[config.mk]
export PLATFORM = sky130hd
export DESIGN_NAME = decimal_accumulator_cpu
export DESIGN_NICKNAME = d
export VERILOG_FILES = /design/src/design/dacc_pkg.sv /design/src/design/decimal_accumulator_cpu.sv
export SDC_FILE = /design/constraint.sdc
export NUM_CORES = 2
export LEC_CHECK = 0
export BUFFER_PORTS_ARGS = -buffer_cell sky130_fd_sc_hd__buf_2
export CAP_MARGIN = 20
export CORE_MARGIN = 4
export CORE_UTILIZATION = 30
export CTS_CLUSTER_SIZE = 12
export DETAILED_ROUTE_END_ITERATION = 16
export GPL_TIMING_DRIVEN = 1
export MAX_ROUTING_LAYER = met4
export SLEW_MARGIN = 20
export SYNTH_ARGS = -nofsm -noshare
export SYNTH_HDL_FRONTEND = slang
export SYNTH_SLANG_ARGS = --single-unit
[constraint.sdc]
create_clock -name clock -period 23.1 [get_ports clock]
set_input_delay 3.465 -clock clock [delete_from_list [all_inputs] [get_ports clock]]
set_output_delay 3.465 -clock clock [all_outputs]
set_load 0.005 [all_outputs]
[src/design/dacc_pkg.sv]
// Shared types, instruction codes and status codes for the decimal accumulator machine.
package dacc_pkg;

   // Item modes carried on req_tuser
   localparam logic [1:0] MODE_LOAD    = 2'd0;
   localparam logic [1:0] MODE_EXEC    = 2'd1;
   localparam logic [1:0] MODE_PEEK    = 2'd2;
   localparam logic [1:0] MODE_RESTART = 2'd3;

   // Instruction opcodes
   localparam logic [6:0] OP_NOP    = 7'd0;
   localparam logic [6:0] OP_READ   = 7'd10;
   localparam logic [6:0] OP_WRITE  = 7'd11;
   localparam logic [6:0] OP_LOAD   = 7'd20;
   localparam logic [6:0] OP_STORE  = 7'd21;
   localparam logic [6:0] OP_ADD    = 7'd30;
   localparam logic [6:0] OP_SUB    = 7'd31;
   localparam logic [6:0] OP_DIV    = 7'd32;
   localparam logic [6:0] OP_MUL    = 7'd33;
   localparam logic [6:0] OP_BR     = 7'd40;
   localparam logic [6:0] OP_BRNEG  = 7'd41;
   localparam logic [6:0] OP_BRZERO = 7'd42;
   localparam logic [6:0] OP_HALT   = 7'd43;

   // Result status codes
   localparam logic [2:0] STS_OK       = 3'd0;
   localparam logic [2:0] STS_BAD_LOAD = 3'd1;
   localparam logic [2:0] STS_OVERFLOW = 3'd2;
   localparam logic [2:0] STS_DIV_ZERO = 3'd3;
   localparam logic [2:0] STS_BAD_OP   = 3'd4;
   localparam logic [2:0] STS_HALTED   = 3'd5;
   localparam logic [2:0] STS_RAN_OFF  = 3'd6;
   localparam logic [2:0] STS_STOPPED  = 3'd7;

   localparam int WORD_MAX    = 9999;
   localparam int DEC_BASE    = 100;
   // x / 100 == (x * 5243) >> 19 for every x below 43699
   localparam int RECIP_100   = 5243;
   localparam int RECIP_SHIFT = 19;
   localparam int MAG_W       = 14;

   localparam int REQ_DATA_W = 40;
   localparam int RSP_DATA_W = 72;

   typedef struct packed {
      logic [2:0]         pad;
      logic signed [14:0] read_value;
      logic signed [14:0] load_word;
      logic [6:0]         address;
   } req_type;

   typedef struct packed {
      logic               pad;
      logic               running;
      logic signed [14:0] peek_data;
      logic signed [14:0] print_value;
      logic               print_valid;
      logic [6:0]         operand_done;
      logic [6:0]         opcode_done;
      logic signed [14:0] accumulator_value;
      logic [6:0]         program_counter;
      logic [2:0]         status;
   } rsp_type;

   function automatic logic opcode_known(input logic [6:0] op);
      logic known;
      case (op)
         OP_NOP, OP_READ, OP_WRITE, OP_LOAD, OP_STORE, OP_ADD, OP_SUB,
         OP_DIV, OP_MUL, OP_BR, OP_BRNEG, OP_BRZERO, OP_HALT: known = 1'b1;
         default: known = 1'b0;
      endcase
      return known;
   endfunction

endpackage

[src/design/decimal_accumulator_cpu.sv]
// Decimal accumulator machine: word memory, instruction sequencer and arithmetic units.
//
// One transaction on req is one item: req_tuser selects load, execute, peek or restart, and
// exactly one result transaction follows on rsp. Items are handled one at a time: ready is
// low from the accepting edge until the edge that registers the result. Restart, and
// execute while stopped or with the counter outside memory, go straight to the result;
// peek does one synchronous memory read, load a decimal split of the word, then a write,
// an ordinary instruction fetch, decode with operand read and execute, multiply adds one
// registered multiply before the range check, and divide runs the 14-step restoring
// divider. Memory comes up cleared through one valid bit per word, so there is no clearing
// pass after reset. A result waiting in the rsp register does not hold off the next item;
// that item stalls in its done state until the waiting result is taken.
module decimal_accumulator_cpu #(
   parameter int MEM_WORDS = 100
) (
   input  logic                             clock,
   input  logic                             reset,
   input  logic                             req_tvalid,
   output logic                             req_tready,
   // address[6:0], load_word[21:7], read_value[36:22], zero fill
   input  logic [dacc_pkg::REQ_DATA_W-1:0]  req_tdata,
   // mode[1:0]
   input  logic [1:0]                       req_tuser,
   output logic                             rsp_tvalid,
   input  logic                             rsp_tready,
   // status[2:0], program_counter[9:3], accumulator_value[24:10], opcode_done[31:25],
   // operand_done[38:32], print_valid[39], print_value[54:40], peek_data[69:55],
   // running[70], zero fill
   output logic [dacc_pkg::RSP_DATA_W-1:0]  rsp_tdata
);
   import dacc_pkg::*;

   localparam int AW = (MEM_WORDS > 1) ? $clog2(MEM_WORDS) : 1;
   localparam logic [6:0] MEM_LIMIT = 7'(MEM_WORDS);
   localparam logic [3:0] DIV_LAST = 4'(MAG_W - 1);

   localparam logic signed [14:0] ACC_MAX  = 15'(WORD_MAX);
   localparam logic signed [14:0] ACC_MIN  = -ACC_MAX;
   localparam logic signed [15:0] SUM_MAX  = 16'(WORD_MAX);
   localparam logic signed [15:0] SUM_MIN  = -SUM_MAX;
   localparam logic signed [29:0] PROD_MAX = 30'(WORD_MAX);
   localparam logic signed [29:0] PROD_MIN = -PROD_MAX;

   localparam logic [3:0] S_IDLE    = 4'd0;
   localparam logic [3:0] S_LSPLIT  = 4'd1;
   localparam logic [3:0] S_LOAD    = 4'd2;
   localparam logic [3:0] S_PEEK    = 4'd3;
   localparam logic [3:0] S_FETCH   = 4'd4;
   localparam logic [3:0] S_DECODE  = 4'd5;
   localparam logic [3:0] S_EXEC    = 4'd6;
   localparam logic [3:0] S_MUL     = 4'd7;
   localparam logic [3:0] S_DIV     = 4'd8;
   localparam logic [3:0] S_DIVFIN  = 4'd9;
   localparam logic [3:0] S_DONE    = 4'd10;

   req_type req_in;
   assign req_in = req_tdata;

   // Word memory
   logic signed [14:0] mem [MEM_WORDS];
   logic [MEM_WORDS-1:0] vld_ff;
   logic signed [14:0] rd_data_ff;
   logic               rd_vld_ff;
   logic [6:0]         rd_addr;
   logic               wr_en;
   logic [6:0]         wr_addr;
   logic signed [14:0] wr_data;
   logic               rd_inrange, wr_inrange;
   logic [AW-1:0]      rd_idx, wr_idx;
   logic signed [14:0] rd_value;

   // Architectural and sequencing state
   logic [3:0]         state_ff, state_in;
   logic [6:0]         pc_ff, pc_in;
   logic signed [14:0] acc_ff, acc_in;
   logic [2:0]         stop_ff, stop_in;
   logic [6:0]         addr_ff, addr_in;
   logic signed [14:0] lw_ff, lw_in;
   logic signed [14:0] rv_ff, rv_in;
   logic [13:0]        split_x_ff, split_x_in;
   logic [6:0]         quot_ff, quot_in;
   logic               word_neg_ff, word_neg_in;
   logic [6:0]         op_ff, op_in;
   logic [6:0]         opnd_ff, opnd_in;
   logic signed [29:0] prod_ff, prod_in;
   logic [13:0]        div_rem_ff, div_rem_in;
   logic [13:0]        div_quo_ff, div_quo_in;
   logic [13:0]        div_den_ff, div_den_in;
   logic [3:0]         div_cnt_ff, div_cnt_in;
   logic               div_neg_ff, div_neg_in;
   logic [2:0]         res_status_ff, res_status_in;
   logic [6:0]         res_op_ff, res_op_in;
   logic [6:0]         res_opnd_ff, res_opnd_in;
   logic               res_pv_ff, res_pv_in;
   logic signed [14:0] res_pval_ff, res_pval_in;
   logic signed [14:0] res_peek_ff, res_peek_in;
   rsp_type            rsp_ff, rsp_in;
   logic               rsp_valid_ff, rsp_valid_in;

   // Datapath helpers
   logic [13:0]        split_src;
   logic [26:0]        split_prod;
   logic [6:0]         split_quot;
   logic [13:0]        dec_rem_full;
   logic [6:0]         dec_rem;
   logic [6:0]         pc_inc;
   logic signed [15:0] sum_add, sum_sub;
   logic signed [14:0] rv_sat;
   logic [13:0]        acc_mag, mem_mag;
   logic [14:0]        div_shift, div_diff;
   logic               div_ge;
   logic signed [14:0] div_q;
   logic               lw_ok;
   logic               fin_en;
   logic [2:0]         fin_err;
   logic [6:0]         fin_next;

   assign rd_inrange = (rd_addr < MEM_LIMIT);
   assign wr_inrange = (wr_addr < MEM_LIMIT);
   assign rd_idx     = rd_addr[AW-1:0];
   assign wr_idx     = wr_addr[AW-1:0];
   assign rd_value   = rd_vld_ff ? rd_data_ff : '0;

   always_ff @(posedge clock) begin
      if (wr_en && wr_inrange) begin
         mem[wr_idx] <= wr_data;
      end
      rd_data_ff <= mem[rd_idx];
   end

   always_ff @(posedge clock) begin
      if (reset) begin
         vld_ff    <= '0;
         rd_vld_ff <= 1'b0;
      end else begin
         if (wr_en && wr_inrange) begin
            vld_ff[wr_idx] <= 1'b1;
         end
         rd_vld_ff <= rd_inrange && vld_ff[rd_idx];
      end
   end

   // Decimal split: quotient by reciprocal multiply, remainder from the registered quotient
   assign split_src    = (state_ff == S_LSPLIT) ? lw_ff[13:0] : rd_value[13:0];
   assign split_prod   = 27'(split_src) * 27'(RECIP_100);
   assign split_quot   = split_prod[RECIP_SHIFT +: 7];
   assign dec_rem_full = split_x_ff - 14'(quot_ff) * 14'(DEC_BASE);
   assign dec_rem      = dec_rem_full[6:0];

   assign pc_inc  = pc_ff + 7'd1;
   assign sum_add = {acc_ff[14], acc_ff} + {rd_value[14], rd_value};
   assign sum_sub = {acc_ff[14], acc_ff} - {rd_value[14], rd_value};
   assign rv_sat  = (rv_ff > ACC_MAX) ? ACC_MAX : ((rv_ff < ACC_MIN) ? ACC_MIN : rv_ff);
   assign acc_mag = acc_ff[14] ? 14'(-acc_ff) : acc_ff[13:0];
   assign mem_mag = rd_value[14] ? 14'(-rd_value) : rd_value[13:0];

   assign div_shift = {div_rem_ff, div_quo_ff[13]};
   assign div_diff  = div_shift - {1'b0, div_den_ff};
   assign div_ge    = (div_shift >= {1'b0, div_den_ff});
   assign div_q     = div_neg_ff ? -$signed({1'b0, div_quo_ff}) : $signed({1'b0, div_quo_ff});

   assign lw_ok = !lw_ff[14] && (lw_ff <= ACC_MAX) && (addr_ff < MEM_LIMIT) &&
                  (dec_rem < MEM_LIMIT) && opcode_known(quot_ff);

   assign req_tready = (state_ff == S_IDLE);
   assign rsp_tvalid = rsp_valid_ff;
   assign rsp_tdata  = rsp_ff;

   always_comb begin
      state_in      = state_ff;
      pc_in         = pc_ff;
      acc_in        = acc_ff;
      stop_in       = stop_ff;
      addr_in       = addr_ff;
      lw_in         = lw_ff;
      rv_in         = rv_ff;
      split_x_in    = split_x_ff;
      quot_in       = quot_ff;
      word_neg_in   = word_neg_ff;
      op_in         = op_ff;
      opnd_in       = opnd_ff;
      prod_in       = prod_ff;
      div_rem_in    = div_rem_ff;
      div_quo_in    = div_quo_ff;
      div_den_in    = div_den_ff;
      div_cnt_in    = div_cnt_ff;
      div_neg_in    = div_neg_ff;
      res_status_in = res_status_ff;
      res_op_in     = res_op_ff;
      res_opnd_in   = res_opnd_ff;
      res_pv_in     = res_pv_ff;
      res_pval_in   = res_pval_ff;
      res_peek_in   = res_peek_ff;
      rsp_in        = rsp_ff;
      rsp_valid_in  = rsp_valid_ff && !rsp_tready;
      rd_addr       = pc_ff;
      wr_en         = 1'b0;
      wr_addr       = opnd_ff;
      wr_data       = acc_ff;
      fin_en        = 1'b0;
      fin_err       = STS_OK;
      fin_next      = pc_inc;

      case (state_ff)
         S_IDLE: begin
            if (req_tuser == MODE_PEEK) begin
               rd_addr = req_in.address;
            end
            if (req_tvalid) begin
               addr_in       = req_in.address;
               lw_in         = req_in.load_word;
               rv_in         = req_in.read_value;
               res_status_in = STS_OK;
               res_op_in     = '0;
               res_opnd_in   = '0;
               res_pv_in     = 1'b0;
               res_pval_in   = '0;
               res_peek_in   = '0;
               case (req_tuser)
                  MODE_LOAD: state_in = S_LSPLIT;
                  MODE_PEEK: state_in = S_PEEK;
                  MODE_RESTART: begin
                     acc_in   = '0;
                     pc_in    = '0;
                     stop_in  = STS_OK;
                     state_in = S_DONE;
                  end
                  default: begin
                     if (stop_ff != STS_OK) begin
                        res_status_in = STS_STOPPED;
                        state_in      = S_DONE;
                     end else if (pc_ff >= MEM_LIMIT) begin
                        stop_in       = STS_RAN_OFF;
                        res_status_in = STS_RAN_OFF;
                        state_in      = S_DONE;
                     end else begin
                        state_in = S_FETCH;
                     end
                  end
               endcase
            end
         end

         S_LSPLIT: begin
            split_x_in = lw_ff[13:0];
            quot_in    = split_quot;
            state_in   = S_LOAD;
         end

         S_LOAD: begin
            wr_addr = addr_ff;
            wr_data = lw_ff;
            if (lw_ok) begin
               wr_en = 1'b1;
            end else begin
               res_status_in = STS_BAD_LOAD;
            end
            state_in = S_DONE;
         end

         S_PEEK: begin
            res_peek_in = rd_value;
            state_in    = S_DONE;
         end

         S_FETCH: begin
            split_x_in  = rd_value[13:0];
            quot_in     = split_quot;
            word_neg_in = rd_value[14];
            state_in    = S_DECODE;
         end

         S_DECODE: begin
            rd_addr = dec_rem;
            op_in   = quot_ff;
            opnd_in = dec_rem;
            if (word_neg_ff) begin
               fin_en  = 1'b1;
               fin_err = STS_BAD_OP;
            end else begin
               res_op_in   = quot_ff;
               res_opnd_in = dec_rem;
               if (!opcode_known(quot_ff)) begin
                  fin_en  = 1'b1;
                  fin_err = STS_BAD_OP;
               end else begin
                  state_in = S_EXEC;
               end
            end
         end

         S_EXEC: begin
            case (op_ff)
               OP_READ: begin
                  wr_en   = 1'b1;
                  wr_data = rv_sat;
                  fin_en  = 1'b1;
               end
               OP_WRITE: begin
                  res_pv_in   = 1'b1;
                  res_pval_in = rd_value;
                  fin_en      = 1'b1;
               end
               OP_LOAD: begin
                  acc_in = rd_value;
                  fin_en = 1'b1;
               end
               OP_STORE: begin
                  wr_en  = 1'b1;
                  fin_en = 1'b1;
               end
               OP_ADD: begin
                  fin_en = 1'b1;
                  if (sum_add > SUM_MAX || sum_add < SUM_MIN) begin
                     fin_err = STS_OVERFLOW;
                  end else begin
                     acc_in = sum_add[14:0];
                  end
               end
               OP_SUB: begin
                  fin_en = 1'b1;
                  if (sum_sub > SUM_MAX || sum_sub < SUM_MIN) begin
                     fin_err = STS_OVERFLOW;
                  end else begin
                     acc_in = sum_sub[14:0];
                  end
               end
               OP_MUL: begin
                  prod_in  = 30'(acc_ff) * 30'(rd_value);
                  state_in = S_MUL;
               end
               OP_DIV: begin
                  if (rd_value == '0) begin
                     fin_en  = 1'b1;
                     fin_err = STS_DIV_ZERO;
                  end else begin
                     div_rem_in = '0;
                     div_quo_in = acc_mag;
                     div_den_in = mem_mag;
                     div_cnt_in = '0;
                     div_neg_in = acc_ff[14] ^ rd_value[14];
                     state_in   = S_DIV;
                  end
               end
               OP_BR: begin
                  fin_en   = 1'b1;
                  fin_next = opnd_ff;
               end
               OP_BRNEG: begin
                  fin_en = 1'b1;
                  if (acc_ff[14]) begin
                     fin_next = opnd_ff;
                  end
               end
               OP_BRZERO: begin
                  fin_en = 1'b1;
                  if (acc_ff == '0) begin
                     fin_next = opnd_ff;
                  end
               end
               OP_HALT: begin
                  fin_en  = 1'b1;
                  fin_err = STS_HALTED;
               end
               default: begin
                  fin_en = 1'b1;
               end
            endcase
         end

         S_MUL: begin
            fin_en = 1'b1;
            if (prod_ff > PROD_MAX || prod_ff < PROD_MIN) begin
               fin_err = STS_OVERFLOW;
            end else begin
               acc_in = prod_ff[14:0];
            end
         end

         S_DIV: begin
            div_rem_in = div_ge ? div_diff[13:0] : div_shift[13:0];
            div_quo_in = {div_quo_ff[12:0], div_ge};
            div_cnt_in = div_cnt_ff + 4'd1;
            if (div_cnt_ff == DIV_LAST) begin
               state_in = S_DIVFIN;
            end
         end

         S_DIVFIN: begin
            acc_in = div_q;
            fin_en = 1'b1;
         end

         S_DONE: begin
            if (!rsp_valid_ff || rsp_tready) begin
               rsp_in.pad               = 1'b0;
               rsp_in.running           = (stop_ff == STS_OK);
               rsp_in.peek_data         = res_peek_ff;
               rsp_in.print_value       = res_pval_ff;
               rsp_in.print_valid       = res_pv_ff;
               rsp_in.operand_done      = res_opnd_ff;
               rsp_in.opcode_done       = res_op_ff;
               rsp_in.accumulator_value = acc_ff;
               rsp_in.program_counter   = pc_ff;
               rsp_in.status            = res_status_ff;
               rsp_valid_in             = 1'b1;
               state_in                 = S_IDLE;
            end
         end

         default: state_in = S_IDLE;
      endcase

      // Retire the instruction: errors stop the machine, otherwise advance the counter and stop if it leaves memory
      if (fin_en) begin
         if (fin_err != STS_OK) begin
            stop_in       = fin_err;
            res_status_in = fin_err;
         end else begin
            pc_in = fin_next;
            if (fin_next >= MEM_LIMIT) begin
               stop_in       = STS_RAN_OFF;
               res_status_in = STS_RAN_OFF;
            end
         end
         state_in = S_DONE;
      end
   end

   always_ff @(posedge clock) begin
      if (reset) begin
         state_ff     <= S_IDLE;
         pc_ff        <= '0;
         acc_ff       <= '0;
         stop_ff      <= STS_OK;
         rsp_valid_ff <= 1'b0;
      end else begin
         state_ff     <= state_in;
         pc_ff        <= pc_in;
         acc_ff       <= acc_in;
         stop_ff      <= stop_in;
         rsp_valid_ff <= rsp_valid_in;
      end
   end

   always_ff @(posedge clock) begin
      addr_ff       <= addr_in;
      lw_ff         <= lw_in;
      rv_ff         <= rv_in;
      split_x_ff    <= split_x_in;
      quot_ff       <= quot_in;
      word_neg_ff   <= word_neg_in;
      op_ff         <= op_in;
      opnd_ff       <= opnd_in;
      prod_ff       <= prod_in;
      div_rem_ff    <= div_rem_in;
      div_quo_ff    <= div_quo_in;
      div_den_ff    <= div_den_in;
      div_cnt_ff    <= div_cnt_in;
      div_neg_ff    <= div_neg_in;
      res_status_ff <= res_status_in;
      res_op_ff     <= res_op_in;
      res_opnd_ff   <= res_opnd_in;
      res_pv_ff     <= res_pv_in;
      res_pval_ff   <= res_pval_in;
      res_peek_ff   <= res_peek_in;
      rsp_ff        <= rsp_in;
   end

   // Every error or stop status other than a bad load reports a stopped machine
   a_stop_status: assert property (@(posedge clock) disable iff (reset)
      rsp_valid_ff && (rsp_ff.status == STS_OVERFLOW || rsp_ff.status == STS_DIV_ZERO ||
                       rsp_ff.status == STS_BAD_OP || rsp_ff.status == STS_HALTED ||
                       rsp_ff.status == STS_RAN_OFF || rsp_ff.status == STS_STOPPED)
      |-> !rsp_ff.running)
      else $error("error status reported while machine still running");

   // A running machine always points inside memory
   a_pc_range: assert property (@(posedge clock) disable iff (reset)
      (stop_ff == STS_OK) |-> (pc_ff < MEM_LIMIT))
      else $error("instruction counter out of memory while running");

   // Divider partial remainder stays below the divisor
   a_div_rem: assert property (@(posedge clock) disable iff (reset)
      (state_ff == S_DIV) |-> (div_rem_ff < div_den_ff))
      else $error("divider remainder not below divisor");

   // One transaction in flight: acceptance drops ready on the next cycle
   a_one_item: assert property (@(posedge clock) disable iff (reset)
      (req_tvalid && req_tready) |=> !req_tready)
      else $error("second transaction accepted while one is in progress");

endmodule
Word-level counts from Yosys, hierarchy flattened
Memory sizes are Yosys's and may differ from the RTL's. A register that Yosys moved wholly into a read port is not among the register bits.
Index checks and enable logic that the tools add are counted.
- word-level logic and storage cells: 279
- bits of input ports: 46
- bits in read-only memories: 128
- output and inout bits: 74
- memory bits (writable): 1500
- bits in registers: 393
- memories kept: 3
- memories (memory ; words ; bits a word ; read ports ; clocked after memory_dff ; wr ports ; line ; RTL):
    mem ; 100 ; 15 ; 1 ; 1 ; 1 ; decimal_accumulator_cpu.sv:60 ; logic signed [14:0] mem [MEM_WORDS];
    (name not given) ; 64 ; 1 ; 1 ; 1 ; 0 ; dacc_pkg.sv:67 ; case (op)
    (name not given) ; 64 ; 1 ; 1 ; 1 ; 0 ; dacc_pkg.sv:67 ;
- $lt $le $gt $ge: 19
- multipliers: 3
- bitwise gates (word level): 4
- muxes and demuxes: 110
- reductions and logical operators: 46
- equality and inequality tests: 48
- add/sub/neg operators: 9
- operators by type and width (cell ; count):
    15-bit two-way mux ; 12
    14-bit two-way mux ; 8
    100-bit bitwise OR ; 1
    7-bit two-way mux ; 13
    15-bit one-hot mux with 2 select lines ; 3
    15-bit one-hot mux with 4 select lines ; 1
    14-bit one-hot mux with 2 select lines ; 2
    7-bit one-hot mux with 2 select lines ; 4
    3-bit two-way mux ; 17
    15-bit one-hot mux with 3 select lines ; 1
    4-bit two-way mux ; 11
    7-bit by 6-bit == test with 1-bit output (second input constant) ; 6
    4-bit one-hot mux with 9 select lines ; 1
    16-bit by 15-bit greater-than comparator with 1-bit output (second input constant) ; 2
    16-bit by 15-bit < comparator with 1-bit output (second input constant) ; 2
    30-bit by 15-bit greater-than comparator with 1-bit output (second input constant) ; 1
    15-bit zero test ; 2
    30-bit by 15-bit < comparator with 1-bit output (second input constant) ; 1
    15-bit by 15-bit multiplier with 30-bit output ; 1
    7-bit by 5-bit == test with 1-bit output (second input constant) ; 4
    7-bit < comparator (second input constant) ; 4
    14-bit negator ; 2
    14-bit by 13-bit multiplier with 26-bit output (second input constant) ; 1
    3-bit != test (second input constant) ; 7
    58 further kinds ; 132

Logic depth before layout (Yosys ltp)
- word-level depth: 10
- gate-level depth with buffers: 29
- depth with buffers taken out: 27

Worst setup path after synthesis
OpenSTA, ideal clock, no wires.
- kind: in2reg
- start: in rsp_tready
- end: reg rsp_ff (netlist bit rsp_tdata[0]) (enable)
- setup time: 0.587 ns
- stages: 2
- buffers on the path: 0
- required time: 22.513 ns
- slack: 14.180 ns
- data arrival time: 8.333 ns
- path through: nor2b_1 nor3_1
- word-level cells in the longest chain between the ends: 2
- RTL lines (what ; line ; RTL):
    from (decl) ; decimal_accumulator_cpu.sv:25 ; input logic rsp_tready,
    1-bit logical OR ; decimal_accumulator_cpu.sv:395 ; if (!rsp_valid_ff || rsp_tready) begin
    2-bit AND reduction (no line) ; n/a ;
    to (signal assigned) ; decimal_accumulator_cpu.sv:467 ; rsp_ff <= rsp_in;
    to (decl) ; decimal_accumulator_cpu.sv:97 ; rsp_type rsp_ff, rsp_in;
Every way passes these cells.
A chain may end at the register's enable or synchronous reset.

Worst setup path after layout
- start: reg rd_vld_ff
- end: reg prod_ff[28] (data pin)
- word-level cells in the longest chain between the ends: 2
- RTL lines (what ; line ; RTL):
    from (decl) ; decimal_accumulator_cpu.sv:63 ; logic rd_vld_ff;
    from (signal assigned) ; decimal_accumulator_cpu.sv:139 ; rd_vld_ff <= rd_inrange && vld_ff[rd_idx];
    15-bit two-way mux ; decimal_accumulator_cpu.sv:122 ; assign rd_value = rd_vld_ff ? rd_data_ff : '0;
    15-bit by 15-bit multiplier with 30-bit output ; decimal_accumulator_cpu.sv:329 ; prod_in = 30'(acc_ff) * 30'(rd_value);
    to (signal assigned) ; decimal_accumulator_cpu.sv:455 ; prod_ff <= prod_in;
    to (decl) ; decimal_accumulator_cpu.sv:85 ; logic signed [29:0] prod_ff, prod_in;
Every way passes these cells.

==> results.md <==
- Outcome: completed
- Post-synth top cells: nand2_1 (1861), edfxtp_1 (1759), nand3_1 (807)
- Pwr dens: 102 nW/um^2
- Initial antenna violation count: 9
- Layout area overhead: 12.5%
- Final wirelength: 269 mm
- Horiz. Die Dim: 561 um
- Io pins: 120
- Total CTS buffers: slightly below 200
- Post-synth EDFFs: roughly 1800
- Yosys top cell area share: 57.6%
- Vias in the first global route: 61566
- Reg2reg path depth: 24
- Post-DR wirelength/cell: around 22 um
- Cell with the most instances after synthesis: nand2_1
- Peak supply drop: 71.5 uV
- Grt met3 use: slightly below 3%
- WHS Path Cells: 0
- Worst path slowest cell: dfxtp_2
- Sequential area share after synthesis: 60.8%
- HPWL Detailed: 166 mm
- Initial DRC Count: between 7000 and 8000
- Crit path launch type: register
- Root buffer cell: clkbuf_16
- Crit Path Max Fanout: 69
- DIE AREA: 315000 um^2
- Cell row count: slightly above 200
- Count of cell types in the netlist: between 80 and 90
- Final net count: 8603
- Post-Syn Area: ~92000 um^2
- P_sw: 0.00375 W
- Post-Syn Area per Cell: between 10 and 15 um^2
- Switching power share of the total: between 30% and 40%
- First-pass GRT wire length: ~400 mm
- DRT Pass-1 Iters: 6
- Leakage: 38.6 nW
- # Max-Cap Violations: 0
- Post-CTS Setup Repair Bufs: 0
- Clk buf depth: 4
- Skew-Pair Late Insertion Delay: 0.86 ns
- Yosys reg bits: around 1900
- Vias post-DR: around 64000
- Post-CTS Hold Buffers: 0
- Slew @ Worst Pin: between 1 and 1.5 ns
- Reg-to-reg setup timing slack: 13.73 ns
- Crit path DAT: 9.88 ns
- Post-synth ARST share: 0%
- Post-Syn Nets: ~8600
- Filler cells: 29730
- Final period util: 40.6%
- Fin util: 34.0%
- DRC: 0
- Post-CTS resize count: 0
- GRT busiest layer: met2
- Clock Power Share: around 28%
- Met1 global-route usage: 22.9%
- Kind of critical path: reg2reg
- Crit. End Element: register
- Bufs and invs on worst path: 4
- Layout cells sized above 1: 7.96%
- Tot GR Track Use: 16.9%
- GRT overflow: 0
- Syn Inst Count: approximately 8000
- Via density: 5.21
- Delay of the slowest critical-path stage: 0.74 ns
- Setup tns final: 0 ns
- Combinational power share: 30.9%
- Cell taking the most area after synthesis: edfxtp_1
- Tightest Hold Check Type: reg2reg
- CP required: 23.61 ns
- Clock sink total: 1909
- Worst Clk Skew: 0.105 ns
- Final setup vio count: 0
- Pins Over Slew Limit: 0
- Largest net degree at the start of global routing: 183
- RSZ-0062 raised after global routing: no
- Final Hold Viols: 0
- WP depth: 24
- Worst-path clk slew: 0.06 ns
- Cells along the critical path: buf_4 > nand2_1 > inv_1 > ha_1 > fa_1 > fa_1 > fa_1 > fa_1 > fa_1 > inv_1 > fa_1 > inv_1 > ha_1 > a21o_1 > a21o_1 > a21oi_1 > nand2_1 > a211oi_1 > nor3_1 > a2111oi_0 > nor3_1 > a21o_1 > a21oi_1 > xnor2_1
- Top Family by Delay on Critical Path: adder cells
- PortBufs: 115
- Top cells by area, synth: edfxtp_1 (58%), nand2_1 (7.6%), fa_1 (6.1%), nand3_1 (4.4%), dfxtp_1 (3.3%)
- Die Span Y: 561 um
- Post-route ant nets: 0
- Initial Util: 30.2%
- Routability congestion estimate: around 0.9
- Flop pwr share: 41.0%
- Rel. slew slack: 19.6%
- Crit path top cell by count: fa_1
- Fin crit period: 9.37 ns
- GR Util met2: roughly a quarter
- Htree depth: 4
- CTS tree: yes
- YS warnings: 0
- Core area: 304000 um^2
- Post-synth top flop: edfxtp_1
- Internal power: 0.00683 W
- F_max: 0.107 GHz
layout make-up:
cell class	count	area (um^2)	share of cell area, %
Sequential cell	1909	55800	54.1
Multi-Input combinational cell	5158	32400	31.4
Clock buffer	286	5410	5.24
Tap cell	4080	5100	4.95
Timing Repair Buffer	330	2360	2.29
Inverter	450	1690	1.64
Clock inverter	25	399	0.387
Antenna cell	6	15.0	0.0145
per-layer routing:
layer,up-vias,part of all wire (%)
li1,28458,-
met1,32072,42
met2,2774,46
met3,452,8.7
met4,0,2.8
met5,-,0
placed cells by master (no fill, tap or decap), types with 14 or more instances in the layout:
cell	instances
a21o_1	34
a311oi_1	244
mux2i_1	33
edfxtp_1	1759
a211oi_1	53
xnor2_1	90
xor2_1	46
or2_2	17
nand2b_1	16
buf_4	202
clkbuf_1	72
buf_2	114
o31ai_1	16
inv_1	437
a31oi_1	69
fa_1	281
dfxtp_1	149
nor2_2	14
and3_1	201
clkbuf_8	14
nor3_1	42
ha_1	231
nand2_1	1860
a22oi_1	23
o21bai_1	17
and2_1	36
nor4_1	20
o22ai_1	16
a21oi_1	251
o21ai_0	104
o21ai_4	15
clkbuf_16	197
nand4_1	20
nand3_1	807
clkinv_1	17
nor2_1	403
nor2b_1	19
metrics by stage:
stage          hold WS [ns]  cell area [um^2]  instances  worst slack [ns]  power [W]
3_5_place_dp          0.405             97400      11927             13.24    0.00763
3_3_place_gp          0.407             97300      11925             13.28    0.00757
4_1_cts               0.419            103000      12238             13.82     0.0106
5_1_grt               0.426            103000      12241             13.18     0.0111
2_1_floorplan         0.400             91700       8034             14.18    0.00646
6_report              0.417            103000      12244             13.73     0.0106
cells by family after synthesis:
group / count (synthesis) / synth area share, %
compound gates: 962 / 7.30
fa+ha+maj: 512 / 9.28
simple gates: 3514 / 16.7
other cells: 1 / 0.00409
flops: 1909 / 60.8
xor+xnor: 136 / 1.30
buf+inv: 967 / 4.25
mux: 33 / 0.360
worst register-to-register path, delay by kind of cell (launching register included):
| family | cells | cell delay [ns] |
|---|---|---|
| compound gates | 7 | 2.15 |
| flops | 1 | 0.74 |
| fa+ha+maj | 8 | 3.55 |
| xor+xnor | 1 | 0.09 |
| simple gates | 4 | 1.09 |
| buf+inv | 4 | 1.41 |
power by group through the flow:
stage	registers (W)	clock network (W)	logic, W
after global placement	0.00440	0	0.00317
final	0.00434	0.00297	0.00327
after floorplan	0.00438	0	0.00209
after detailed placement	0.00440	0	0.00323
after global routing	0.00434	0.00317	0.00359
after CTS	0.00433	0.00303	0.00325
path summary, 6_finish.rpt:
check	end	from
setup / recovery	prod_ff[28]$_DFFE_PP_	rd_vld_ff$_SDFF_PP0_
hold / removal	rsp_tdata[48]$_DFFE_PP_	res_pval_ff[8]$_SDFFCE_PN0P_
setup reg to reg	prod_ff[28]$_DFFE_PP_	rd_vld_ff$_SDFF_PP0_
hold reg to reg	rsp_tdata[48]$_DFFE_PP_	res_pval_ff[8]$_SDFFCE_PN0P_
registers in the layout, indices dropped and copies added, names as in the netlist, 7 cells and up, named ones only:
signal       flops
div_den_ff      14
acc_ff          15
opnd_ff          7
quot_ff          7
pc_ff            7
rsp_tdata       71
res_pval_ff     15
div_rem_ff      14
lw_ff           15
op_ff            7
res_op_ff        7
addr_ff          7
res_peek_ff     15
vld_ff         100
mem           1500
div_quo_ff      14
res_opnd_ff      7
prod_ff         30
rd_data_ff      15
rv_ff           15
split_x_ff       7
Note: power is estimated with default switching activity, not from simulation.
